## config.mk

```make
export PLATFORM = sky130hd
export DESIGN_NAME = byte_stuffed_frame_receiver_top_flat
export DESIGN_NICKNAME = d
export VERILOG_FILES = /design/src/hw/rtl/bsfr_pkg.sv /design/src/hw/rtl/bsfr_rx_if.sv /design/src/hw/rtl/bsfr_res_if.sv /design/src/hw/rtl/bsfr_cfg_if.sv /design/src/hw/rtl/byte_stuffed_frame_receiver_top.sv /design/src/flat_wrapper.sv
export SDC_FILE = /design/constraint.sdc
export NUM_CORES = 1
export LEC_CHECK = 0
export ABC_AREA = 1
export BUFFER_PORTS_ARGS = -buffer_cell sky130_fd_sc_hd__buf_2
export CAP_MARGIN = 10
export CORE_UTILIZATION = 55
export DETAILED_ROUTE_END_ITERATION = 16
export PLACE_DENSITY = 0.77
export SYNTH_ARGS = -nofsm -noshare
export SYNTH_HDL_FRONTEND = slang
export SYNTH_SLANG_ARGS = --single-unit
```

## constraint.sdc

```tcl
create_clock -name clk -period 4.5 [get_ports clk]
set_clock_uncertainty 0.15 [all_clocks]
set_input_delay 0.9 -clock clk [delete_from_list [all_inputs] [get_ports clk]]
set_output_delay 0.9 -clock clk [all_outputs]
set_load 0.1 [all_outputs]
```

## src/hw/rtl/bsfr_pkg.sv

```systemverilog
`default_nettype none

package bsfr_pkg;

    // Packet store capacity in bytes
    localparam int PACKET_CAPACITY = 64;

    // Fill count must hold the capacity itself
    localparam int CNT_W = $clog2(PACKET_CAPACITY + 1);

    // Field widths fixed by the interface
    localparam int BYTE_W    = 8;
    localparam int POS_W     = 6;
    localparam int MINLEN_W  = 7;
    localparam int CFG_IDX_W = 2;

    // Width used for the too-short length compare
    localparam int LEN_CMP_W = (CNT_W > MINLEN_W) ? CNT_W : MINLEN_W;

    typedef enum logic [1:0] {
        MODE_WAIT    = 2'd0,
        MODE_RECEIVE = 2'd1,
        MODE_ESCAPED = 2'd2
    } rx_mode_t;

    typedef enum logic [CFG_IDX_W-1:0] {
        CFG_START_BYTE = 2'd0,
        CFG_END_BYTE   = 2'd1,
        CFG_QUOTE_BYTE = 2'd2,
        CFG_MIN_LENGTH = 2'd3
    } cfg_index_t;

endpackage

`default_nettype wire

```

## src/hw/rtl/bsfr_rx_if.sv

```systemverilog
`default_nettype none

interface bsfr_rx_if;
    logic                         valid;
    logic                         ready;
    logic [bsfr_pkg::BYTE_W-1:0]  rx_byte;

    modport source (output valid, output rx_byte, input ready);
    modport sink   (input valid, input rx_byte, output ready);
endinterface

`default_nettype wire

```

## src/hw/rtl/bsfr_res_if.sv

```systemverilog
`default_nettype none

interface bsfr_res_if;
    logic                         valid;
    logic                         ready;
    logic [bsfr_pkg::BYTE_W-1:0]  data_byte;
    logic [bsfr_pkg::POS_W-1:0]   position;
    logic                         packet_start;
    logic                         packet_end;
    logic                         too_short;
    logic                         dropped;

    modport source (output valid, output data_byte, output position, output packet_start,
                    output packet_end, output too_short, output dropped, input ready);
    modport sink   (input valid, input data_byte, input position, input packet_start,
                    input packet_end, input too_short, input dropped, output ready);
endinterface

`default_nettype wire

```

## src/hw/rtl/bsfr_cfg_if.sv

```systemverilog
`default_nettype none

interface bsfr_cfg_if;
    logic                            valid;
    logic                            ready;
    logic [bsfr_pkg::CFG_IDX_W-1:0]  index;
    logic [bsfr_pkg::BYTE_W-1:0]     data;

    modport source (output valid, output index, output data, input ready);
    modport sink   (input valid, input index, input data, output ready);
endinterface

`default_nettype wire

```

## src/hw/rtl/byte_stuffed_frame_receiver_top.sv

```systemverilog
`default_nettype none

// Byte-stuffed frame receiver.
// rx  : one received serial byte per beat (valid/ready).
// res : one beat per stored packet byte: data_byte, position in the packet,
//       packet_start, packet_end, too_short (on end byte only) and dropped
//       (overflow: byte not stored, receiver falls back to waiting for start).
// cfg : register writes (index 0 start_byte, 1 end_byte, 2 quote_byte,
//       3 min_length), always ready; write only while the block is idle.
// Bytes outside a packet and escaping quote bytes give no result beat.
// Throughput: one byte per cycle while res takes its beats; the input register feeds the frame
// decode, which updates mode and fill count and loads the result register.
// Stall: when res is not taken, the result register holds; rx.ready drops
// as soon as the input register holds a byte that needs the result slot
// (combinational from res.ready); bytes that give no result still drain.
// Reset: registers return to 2/3/16/4, mode to wait-for-start, fill count
// to zero, both pipeline registers empty.
module byte_stuffed_frame_receiver_top (
    input  wire logic       clk,
    input  wire logic       rst_n,
    bsfr_cfg_if.sink        cfg,
    bsfr_rx_if.sink         rx,
    bsfr_res_if.source      res
);

    // Configuration registers
    logic [bsfr_pkg::BYTE_W-1:0]   start_byte_reg;
    logic [bsfr_pkg::BYTE_W-1:0]   end_byte_reg;
    logic [bsfr_pkg::BYTE_W-1:0]   quote_byte_reg;
    logic [bsfr_pkg::MINLEN_W-1:0] min_length_reg;

    // Input register
    logic                          s1_valid_reg;
    logic [bsfr_pkg::BYTE_W-1:0]   s1_byte_reg;

    // Frame state
    bsfr_pkg::rx_mode_t            mode_reg, mode_next;
    logic [bsfr_pkg::CNT_W-1:0]    fill_reg, fill_next;

    // Result register
    logic                          res_valid_reg;
    logic [bsfr_pkg::BYTE_W-1:0]   res_byte_reg;
    logic [bsfr_pkg::POS_W-1:0]    res_pos_reg, res_pos_next;
    logic                          res_start_reg, res_end_reg;
    logic                          res_short_reg, res_short_next;
    logic                          res_drop_reg, res_drop_next;

    // Decode
    logic                          store;
    logic                          is_start, is_end;
    logic [bsfr_pkg::CNT_W-1:0]    base;
    logic [bsfr_pkg::CNT_W-1:0]    base_inc;
    logic                          full;
    logic                          s1_advance;

    assign cfg.ready = 1'b1;

    always_ff @(posedge clk or negedge rst_n)
    begin
        if (!rst_n)
        begin
            start_byte_reg <= 8'd2;
            end_byte_reg   <= 8'd3;
            quote_byte_reg <= 8'd16;
            min_length_reg <= 7'd4;
        end
        else if (cfg.valid)
        begin
            case (bsfr_pkg::cfg_index_t'(cfg.index))
                bsfr_pkg::CFG_START_BYTE: start_byte_reg <= cfg.data;
                bsfr_pkg::CFG_END_BYTE:   end_byte_reg   <= cfg.data;
                bsfr_pkg::CFG_QUOTE_BYTE: quote_byte_reg <= cfg.data;
                bsfr_pkg::CFG_MIN_LENGTH: min_length_reg <= cfg.data[bsfr_pkg::MINLEN_W-1:0];
                default: ;
            endcase
        end
    end

    // Frame decode: marker priority start, end, quote
    always_comb
    begin
        mode_next = mode_reg;
        store     = 1'b0;
        is_start  = 1'b0;
        is_end    = 1'b0;
        case (mode_reg)
            bsfr_pkg::MODE_RECEIVE:
            begin
                if (s1_byte_reg == start_byte_reg)
                begin
                    store    = 1'b1;
                    is_start = 1'b1;
                end
                else if (s1_byte_reg == end_byte_reg)
                begin
                    store     = 1'b1;
                    is_end    = 1'b1;
                    mode_next = bsfr_pkg::MODE_WAIT;
                end
                else if (s1_byte_reg == quote_byte_reg)
                begin
                    mode_next = bsfr_pkg::MODE_ESCAPED;
                end
                else
                begin
                    store = 1'b1;
                end
            end
            bsfr_pkg::MODE_ESCAPED:
            begin
                store     = 1'b1;
                mode_next = bsfr_pkg::MODE_RECEIVE;
            end
            default:
            begin
                // wait for start
                if (s1_byte_reg == start_byte_reg)
                begin
                    store     = 1'b1;
                    is_start  = 1'b1;
                    mode_next = bsfr_pkg::MODE_RECEIVE;
                end
                else
                begin
                    mode_next = bsfr_pkg::MODE_WAIT;
                end
            end
        endcase

        // Store path: start byte restarts the count
        base     = is_start ? '0 : fill_reg;
        base_inc = base + bsfr_pkg::CNT_W'(1);
        full     = (base == bsfr_pkg::CNT_W'(bsfr_pkg::PACKET_CAPACITY));
        fill_next = fill_reg;
        res_pos_next   = '0;
        res_short_next = 1'b0;
        res_drop_next  = 1'b0;
        if (store)
        begin
            if (full)
            begin
                // overflow: drop packet, keep count until next start
                res_drop_next = 1'b1;
                mode_next     = bsfr_pkg::MODE_WAIT;
            end
            else
            begin
                fill_next      = base_inc;
                res_pos_next   = bsfr_pkg::POS_W'(base);
                res_short_next = is_end &&
                    (bsfr_pkg::LEN_CMP_W'(base_inc) < bsfr_pkg::LEN_CMP_W'(min_length_reg));
            end
        end
    end

    // Item leaves the input register when its result slot is free or it needs none
    assign s1_advance = s1_valid_reg && (!store || !res_valid_reg || res.ready);
    assign rx.ready   = !s1_valid_reg || s1_advance;

    always_ff @(posedge clk or negedge rst_n)
    begin
        if (!rst_n)
        begin
            s1_valid_reg <= 1'b0;
        end
        else if (rx.valid && rx.ready)
        begin
            s1_valid_reg <= 1'b1;
        end
        else if (s1_advance)
        begin
            s1_valid_reg <= 1'b0;
        end
    end

    always_ff @(posedge clk)
    begin
        if (rx.valid && rx.ready)
        begin
            s1_byte_reg <= rx.rx_byte;
        end
    end

    always_ff @(posedge clk or negedge rst_n)
    begin
        if (!rst_n)
        begin
            mode_reg <= bsfr_pkg::MODE_WAIT;
            fill_reg <= '0;
        end
        else if (s1_advance)
        begin
            mode_reg <= mode_next;
            fill_reg <= fill_next;
        end
    end

    always_ff @(posedge clk or negedge rst_n)
    begin
        if (!rst_n)
        begin
            res_valid_reg <= 1'b0;
        end
        else if (s1_advance && store)
        begin
            res_valid_reg <= 1'b1;
        end
        else if (res.ready)
        begin
            res_valid_reg <= 1'b0;
        end
    end

    always_ff @(posedge clk)
    begin
        if (s1_advance && store)
        begin
            res_byte_reg  <= s1_byte_reg;
            res_pos_reg   <= res_pos_next;
            res_start_reg <= is_start && !full;
            res_end_reg   <= is_end && !full;
            res_short_reg <= res_short_next;
            res_drop_reg  <= res_drop_next;
        end
    end

    assign res.valid        = res_valid_reg;
    assign res.data_byte    = res_byte_reg;
    assign res.position     = res_pos_reg;
    assign res.packet_start = res_start_reg;
    assign res.packet_end   = res_end_reg;
    assign res.too_short    = res_short_reg;
    assign res.dropped      = res_drop_reg;

endmodule

`default_nettype wire

```

## src/flat_wrapper.sv

```systemverilog
// flat-port wrapper written by rule: the top's interface ports become plain ports
module byte_stuffed_frame_receiver_top_flat 
  (clk, rst_n, cfg_valid, cfg_index, cfg_data, cfg_ready, rx_valid, rx_rx_byte, rx_ready, res_valid, res_data_byte, res_position, res_packet_start, res_packet_end, res_too_short, res_dropped, res_ready);
  bsfr_cfg_if cfg_i ();
  bsfr_rx_if rx_i ();
  bsfr_res_if res_i ();
  input  wire logic clk;
  input  wire logic rst_n;
  input wire logic [$bits(cfg_i.valid)-1:0] cfg_valid;
  input wire logic [$bits(cfg_i.index)-1:0] cfg_index;
  input wire logic [$bits(cfg_i.data)-1:0] cfg_data;
  output wire logic [$bits(cfg_i.ready)-1:0] cfg_ready;
  input wire logic [$bits(rx_i.valid)-1:0] rx_valid;
  input wire logic [$bits(rx_i.rx_byte)-1:0] rx_rx_byte;
  output wire logic [$bits(rx_i.ready)-1:0] rx_ready;
  output wire logic [$bits(res_i.valid)-1:0] res_valid;
  output wire logic [$bits(res_i.data_byte)-1:0] res_data_byte;
  output wire logic [$bits(res_i.position)-1:0] res_position;
  output wire logic [$bits(res_i.packet_start)-1:0] res_packet_start;
  output wire logic [$bits(res_i.packet_end)-1:0] res_packet_end;
  output wire logic [$bits(res_i.too_short)-1:0] res_too_short;
  output wire logic [$bits(res_i.dropped)-1:0] res_dropped;
  input wire logic [$bits(res_i.ready)-1:0] res_ready;
  assign cfg_i.valid = cfg_valid;
  assign cfg_i.index = cfg_index;
  assign cfg_i.data = cfg_data;
  assign cfg_ready = cfg_i.ready;
  assign rx_i.valid = rx_valid;
  assign rx_i.rx_byte = rx_rx_byte;
  assign rx_ready = rx_i.ready;
  assign res_valid = res_i.valid;
  assign res_data_byte = res_i.data_byte;
  assign res_position = res_i.position;
  assign res_packet_start = res_i.packet_start;
  assign res_packet_end = res_i.packet_end;
  assign res_too_short = res_i.too_short;
  assign res_dropped = res_i.dropped;
  assign res_i.ready = res_ready;
  byte_stuffed_frame_receiver_top u_core (.clk(clk), .rst_n(rst_n), .cfg(cfg_i), .rx(rx_i), .res(res_i));
endmodule
```

# Word level (Yosys, flattened, before mapping)
# Index checks and enable logic that the tools add are counted.
# W data, S select, Z words.
op_classes:
  muxes: 22
  add_sub_neg: 1
  reduce_logical: 22
  bitwise: 2
  n_eq_ne: 9
  order_cmp: 1
op_table:
  columns: ["op", "n"]
  rows:
  - ["$eq A8 B8 Y1", 3]
  - ["$mux W1", 14]
  - ["$mux W2", 5]
  - ["$reduce_and A2 Y1", 4]
  - ["$add A7 B1 Y7 const B", 1]
  - ["$eq A7 B7 Y1 const B", 1]
  - ["$lt A7 B7 Y1", 1]
  - ["$mux W7", 1]
  - ["$eq A2 B2 Y1 const B", 3]
  - ["$logic_and A1 B1 Y1", 6]
  - ["$eq A2 B1 Y1 const B", 2]
  - ["$logic_not A1 Y1", 4]
  - ["$pmux W2 S2", 1]
  - ["$reduce_bool A2 Y1", 2]
  - ["$logic_or A1 B1 Y1", 3]
  - ["$reduce_and A3 Y1", 1]
  - ["$logic_not A2 Y1", 1]
  - ["$not A1 Y1", 2]
  - ["$pmux W1 S2", 1]
  - ["$reduce_or A2 Y1", 1]
word_totals:
  out_inout_bits: 21
  register_bits: 68
  in_bits: 23

# Longest topological paths before layout
depth:
  word_depth: 12
  ltp_mapped: 17

# Worst setup path after synthesis
# OpenSTA, ideal clock, no wires.
synth_timing:
  path_type: "register to output"
  from: "register u_core.res_valid_reg, in the netlist u_core.res.valid"
  to: "output rx_ready"
  path_buffers: 0
  slack_ps: 1504
  stages_incl_launch_ff: 4
  arrival_ps: 1946
  path_cell_list: "dfrtp_1 > inv_1 > nor2_1 > nand3_1"
synth_via:
  elab_chain_cells: 5
synth_rtl:
  columns: ["item", "line_no", "source"]
  rows:
  - ["start: declaration", "byte_stuffed_frame_receiver_top.sv:41", "logic res_valid_reg;"]
  - ["start signal: assignment", "byte_stuffed_frame_receiver_top.sv:202", "res_valid_reg <= 1'b0;"]
  - ["start signal: assignment", "byte_stuffed_frame_receiver_top.sv:206", "res_valid_reg <= 1'b1;"]
  - ["start signal: assignment", "byte_stuffed_frame_receiver_top.sv:210", "res_valid_reg <= 1'b0;"]
  - ["$logic_not A1 Y1", "byte_stuffed_frame_receiver_top.sv:157", "assign s1_advance = s1_valid_reg && (!store || !res_valid_reg || res.ready);"]
  - ["$logic_or A1 B1 Y1 (2 in series)", "byte_stuffed_frame_receiver_top.sv:157", null]
  - ["$logic_and A1 B1 Y1", "byte_stuffed_frame_receiver_top.sv:157", null]
  - ["$logic_or A1 B1 Y1", "byte_stuffed_frame_receiver_top.sv:158", "assign rx.ready = !s1_valid_reg || s1_advance;"]
  - ["end: declaration", "flat_wrapper.sv:15", "output wire logic [$bits(rx_i.ready)-1:0] rx_ready;"]
# No other way between the ends.

# Final worst setup path
layout_timing:
  from: "register u_core.s1_byte_reg[2] (netlist bit)"
  to: "output rx_ready"
layout_via:
  elab_chain_cells: 10
layout_rtl:
  columns: ["item", "line_no", "source"]
  rows:
  - ["start: declaration", "byte_stuffed_frame_receiver_top.sv:34", "logic [bsfr_pkg::BYTE_W-1:0] s1_byte_reg;"]
  - ["start signal: assignment", "byte_stuffed_frame_receiver_top.sv:180", "s1_byte_reg <= rx.rx_byte;"]
  - ["$eq A8 B8 Y1", "byte_stuffed_frame_receiver_top.sv:100", "else if (s1_byte_reg == quote_byte_reg)"]
  - ["$mux W1", "byte_stuffed_frame_receiver_top.sv:100", null]
  - ["$mux W1", "byte_stuffed_frame_receiver_top.sv:94", "else if (s1_byte_reg == end_byte_reg)"]
  - ["$mux W1", "byte_stuffed_frame_receiver_top.sv:89", "if (s1_byte_reg == start_byte_reg)"]
  - ["$pmux W1 S2 *", "byte_stuffed_frame_receiver_top.sv:86", "case (mode_reg)"]
  - ["$logic_not A1 Y1 *", "byte_stuffed_frame_receiver_top.sv:157", null]
  - ["$logic_or A1 B1 Y1 * (2 in series)", "byte_stuffed_frame_receiver_top.sv:157", null]
  - ["$logic_and A1 B1 Y1 *", "byte_stuffed_frame_receiver_top.sv:157", null]
  - ["$logic_or A1 B1 Y1 *", "byte_stuffed_frame_receiver_top.sv:158", null]
# Mark *: on every way between the ends. The rest lies on a longest branch, timed or not.

==> results_dict.tcl <==
set metrics [dict create \
    die_w_um 79.8 \
    grt-ovfl-total 0 \
    cts_buffers 9 \
    synthTopCellsByArea "dfrtp_1, edfxtp_1, nand2_1, inv_1, o21ai_0" \
    syn_avg_cell_area_sq_um 8.70 \
    cp-start-kind "flop" \
    gp_congestion 0.824 \
    fp.dieH_um 79.8 \
    stdcell_area_sq_um 3840 \
    finalHoldViolations 0 \
    cts_tree "built" \
    postPlaceCellArea_sq_um 3600 \
    p_clk_frac 0.325 \
    synth_seq_cells 68 \
    cts_resized 0 \
    max_slew_margin 0.370 \
    post-route-min-period_ps 3310 \
    p_sw_w 0.000581 \
    crit_required_ps 3450 \
    synth_cell_type_count 29 \
    powerDensity_nw_per_um2 465 \
    switching_share 0.325 \
    cp_max_fo 8 \
    final.period_utilization 0.736 \
    die_area_sq_um 6370 \
    finalSetupViolations 0 \
    nNetsFinal 463 \
    cp.arrival_ps 2260 \
    syn2layout_area_growth_pct 15.2 \
    grt_setup_unrepaired "false" \
    p_leak_nw 1.96 \
    postCtsHoldBufs 0 \
    drive_above_1_share 0.177 \
    row_count 27 \
    hold_path_class "reg -> reg" \
    hpwl_um 5070 \
    grt_pass1_wl_um 11500 \
    drv_slew 0 \
    cts.clk_slew.worst_paths_ps 70 \
    yosys.area.top_type_share 0.278 \
    clock_sinks 68 \
    synth_edf_count 26 \
    start_util 0.587 \
    ys_async_sr_fraction 0.618 \
    crit_path_end_kind "output port" \
    p_comb_frac 0.228 \
    fmax_mhz 302 \
    yosysSeqAreaShare 0.552 \
    antenna_found_initial 0 \
    yosys-top-cells-count "nand2_1, inv_1, dfrtp_1, o21ai_0, edfxtp_1" \
    io_buffer_count 42 \
    grt_pass1_vias 2393 \
    fin_setup_tns_ps 0 \
    clock_path_buffers 2 \
    clk_latency_ps 350 \
    drt_iter0_markers 162 \
    worst_pin_slew_ps 945 \
    vias 2572 \
    drc 0 \
    maxCapViolCount 0 \
    viasPerCell 5.07 \
    peakVddDrop_mv 0.396 \
    critPathKind "reg -> out" \
    post_cts_buffers 0 \
    ant_nets 0 \
    synthFlopType "dfrtp_1" \
    coreArea_sq_um 5680 \
    htree_levels 3 \
    antenna_cells 0 \
    yosys_warnings 0 \
    wl_per_cell_um 13.8 \
    status "finished clean" \
    synthesis.area_sq_um 3330 \
    holdWs_ps 338 \
    synthesis.instances 383 \
    cts-root-buf "clkbuf_8" \
    finalWirelength_um 7010 \
    first_pass_iters 6 \
    seqPwrFrac 0.447 \
    syn_nets 416 \
    intPower_w 0.00120 \
    grt_max_degree 43 \
    yosysMostFrequentCell "nand2_1" \
    io_pins 44 \
    track_usage 0.247 \
    synth_top_area_cell "dfrtp_1" \
]
[cells by family after synthesis]
group / Yosys count / share of synthesized area
AO/OA/AOI/OAI: 41 / 0.0642
XOR/XNOR: 12 / 0.0315
adder cells (fa/ha/maj): 10 / 0.0376
buffers and inverters: 66 / 0.0777
flip-flops: 68 / 0.552
other: 1 / 0.00113
AND/OR/NAND/NOR: 185 / 0.236
[through the flow]
stage	std cells	setup slack, ps	util	total power (W)
after floorplan	383	1500	-	0.00111
after global placement	491	1620	0.634	0.00119
after detailed placement	491	1560	0.634	0.00121
after CTS	507	1180	0.676	0.00179
after global routing	507	1060	0.676	0.00187
final	507	1190	0.676	0.00179
[layout make-up]
type	count	area (sq um)
Clock inverter	2	35.0
Timing Repair Buffer	42	210
Tap cell	72	90.1
Fill cell	454	1840
Inverter	60	225
Sequential cell	68	1840
Multi-Input combinational cell	249	1230
Clock buffer	14	205
[power groups by stage]
stage	logic [W]	registers, W	clock network [W]
6_report	0.000408	0.000798	0.000580
3_3_place_gp	0.000392	0.000803	0
3_5_place_dp	0.000403	0.000807	0
5_1_grt	0.000458	0.000805	0.000610
4_1_cts	0.000409	0.000796	0.000581
2_1_floorplan	0.000232	0.000878	0
[cell usage in the layout, fill, tap and decap left out]
cell type / Yosys / layout
ha_1: 10 / 10
nand2_2: 2 / 2
nand3_1: 8 / 8
o21bai_1: 1 / 1
dfrtp_1: 37 / 37
clkbuf_1: 4 / 1
nand4_2: 2 / 2
a21oi_1: 6 / 6
clkinv_2: 0 / 1
inv_1: 57 / 57
edfxtp_1: 26 / 26
nor2_2: 2 / 2
o21ai_2: 1 / 1
buf_2: 0 / 42
xnor2_1: 11 / 11
xor2_1: 1 / 1
clkbuf_16: 0 / 2
nand3_2: 1 / 1
nand3_4: 1 / 1
nand2_4: 2 / 2
nor2_1: 20 / 20
inv_2: 3 / 3
o21ai_0: 32 / 32
bufinv_16: 0 / 1
dfstp_2: 5 / 5
nor4_1: 1 / 1
a211oi_1: 1 / 1
nand2_1: 141 / 141
nor2_4: 1 / 1
clkbuf_8: 0 / 11
conb_1: 1 / 1
nand4_1: 4 / 4
[per-layer routing]
layer	vias to the layer above	global-route usage	share of wire
met5	-	0	0
met4	0	0.0696	0.013
met3	10	0.0766	0.078
met2	89	0.374	0.45
met1	1186	0.341	0.46
li1	1287	-	-
[worst paths after layout]
check	from	endpoint	slack (ps)	depth (start not counted)
worst max-delay path	u_core.s1_byte_reg[2]$_DFFE_PP_	rx_ready	1190	10
worst min-delay path	u_core.min_length_reg[6]$_DFFE_PN0P_	u_core.min_length_reg[6]$_DFFE_PN0P_	340	2
worst max register to register	u_core.s1_byte_reg[3]$_DFFE_PP_	u_core.res.too_short$_SDFFCE_PP0P_	1560	14
worst min register to register	u_core.min_length_reg[6]$_DFFE_PN0P_	u_core.min_length_reg[6]$_DFFE_PN0P_	340	2
max in group asynchronous	rst_n	u_core.res.valid$_DFFE_PN0P_	3060	1
min in group asynchronous	rst_n	u_core.end_byte_reg[6]$_DFFE_PN0P_	540	1
[worst max-delay path, stage by stage (launching register included)]
cell and delay (ps):
edfxtp_1 510, nand2_1 140, nand2_1 60, nor2_1 100
nand2_1 50, nor2_1 150, nand3_1 110, nand2_2 100
nand2_4 110, nand3_1 140, buf_2 440
No activity file was read; power rests on OpenSTA's default activity.
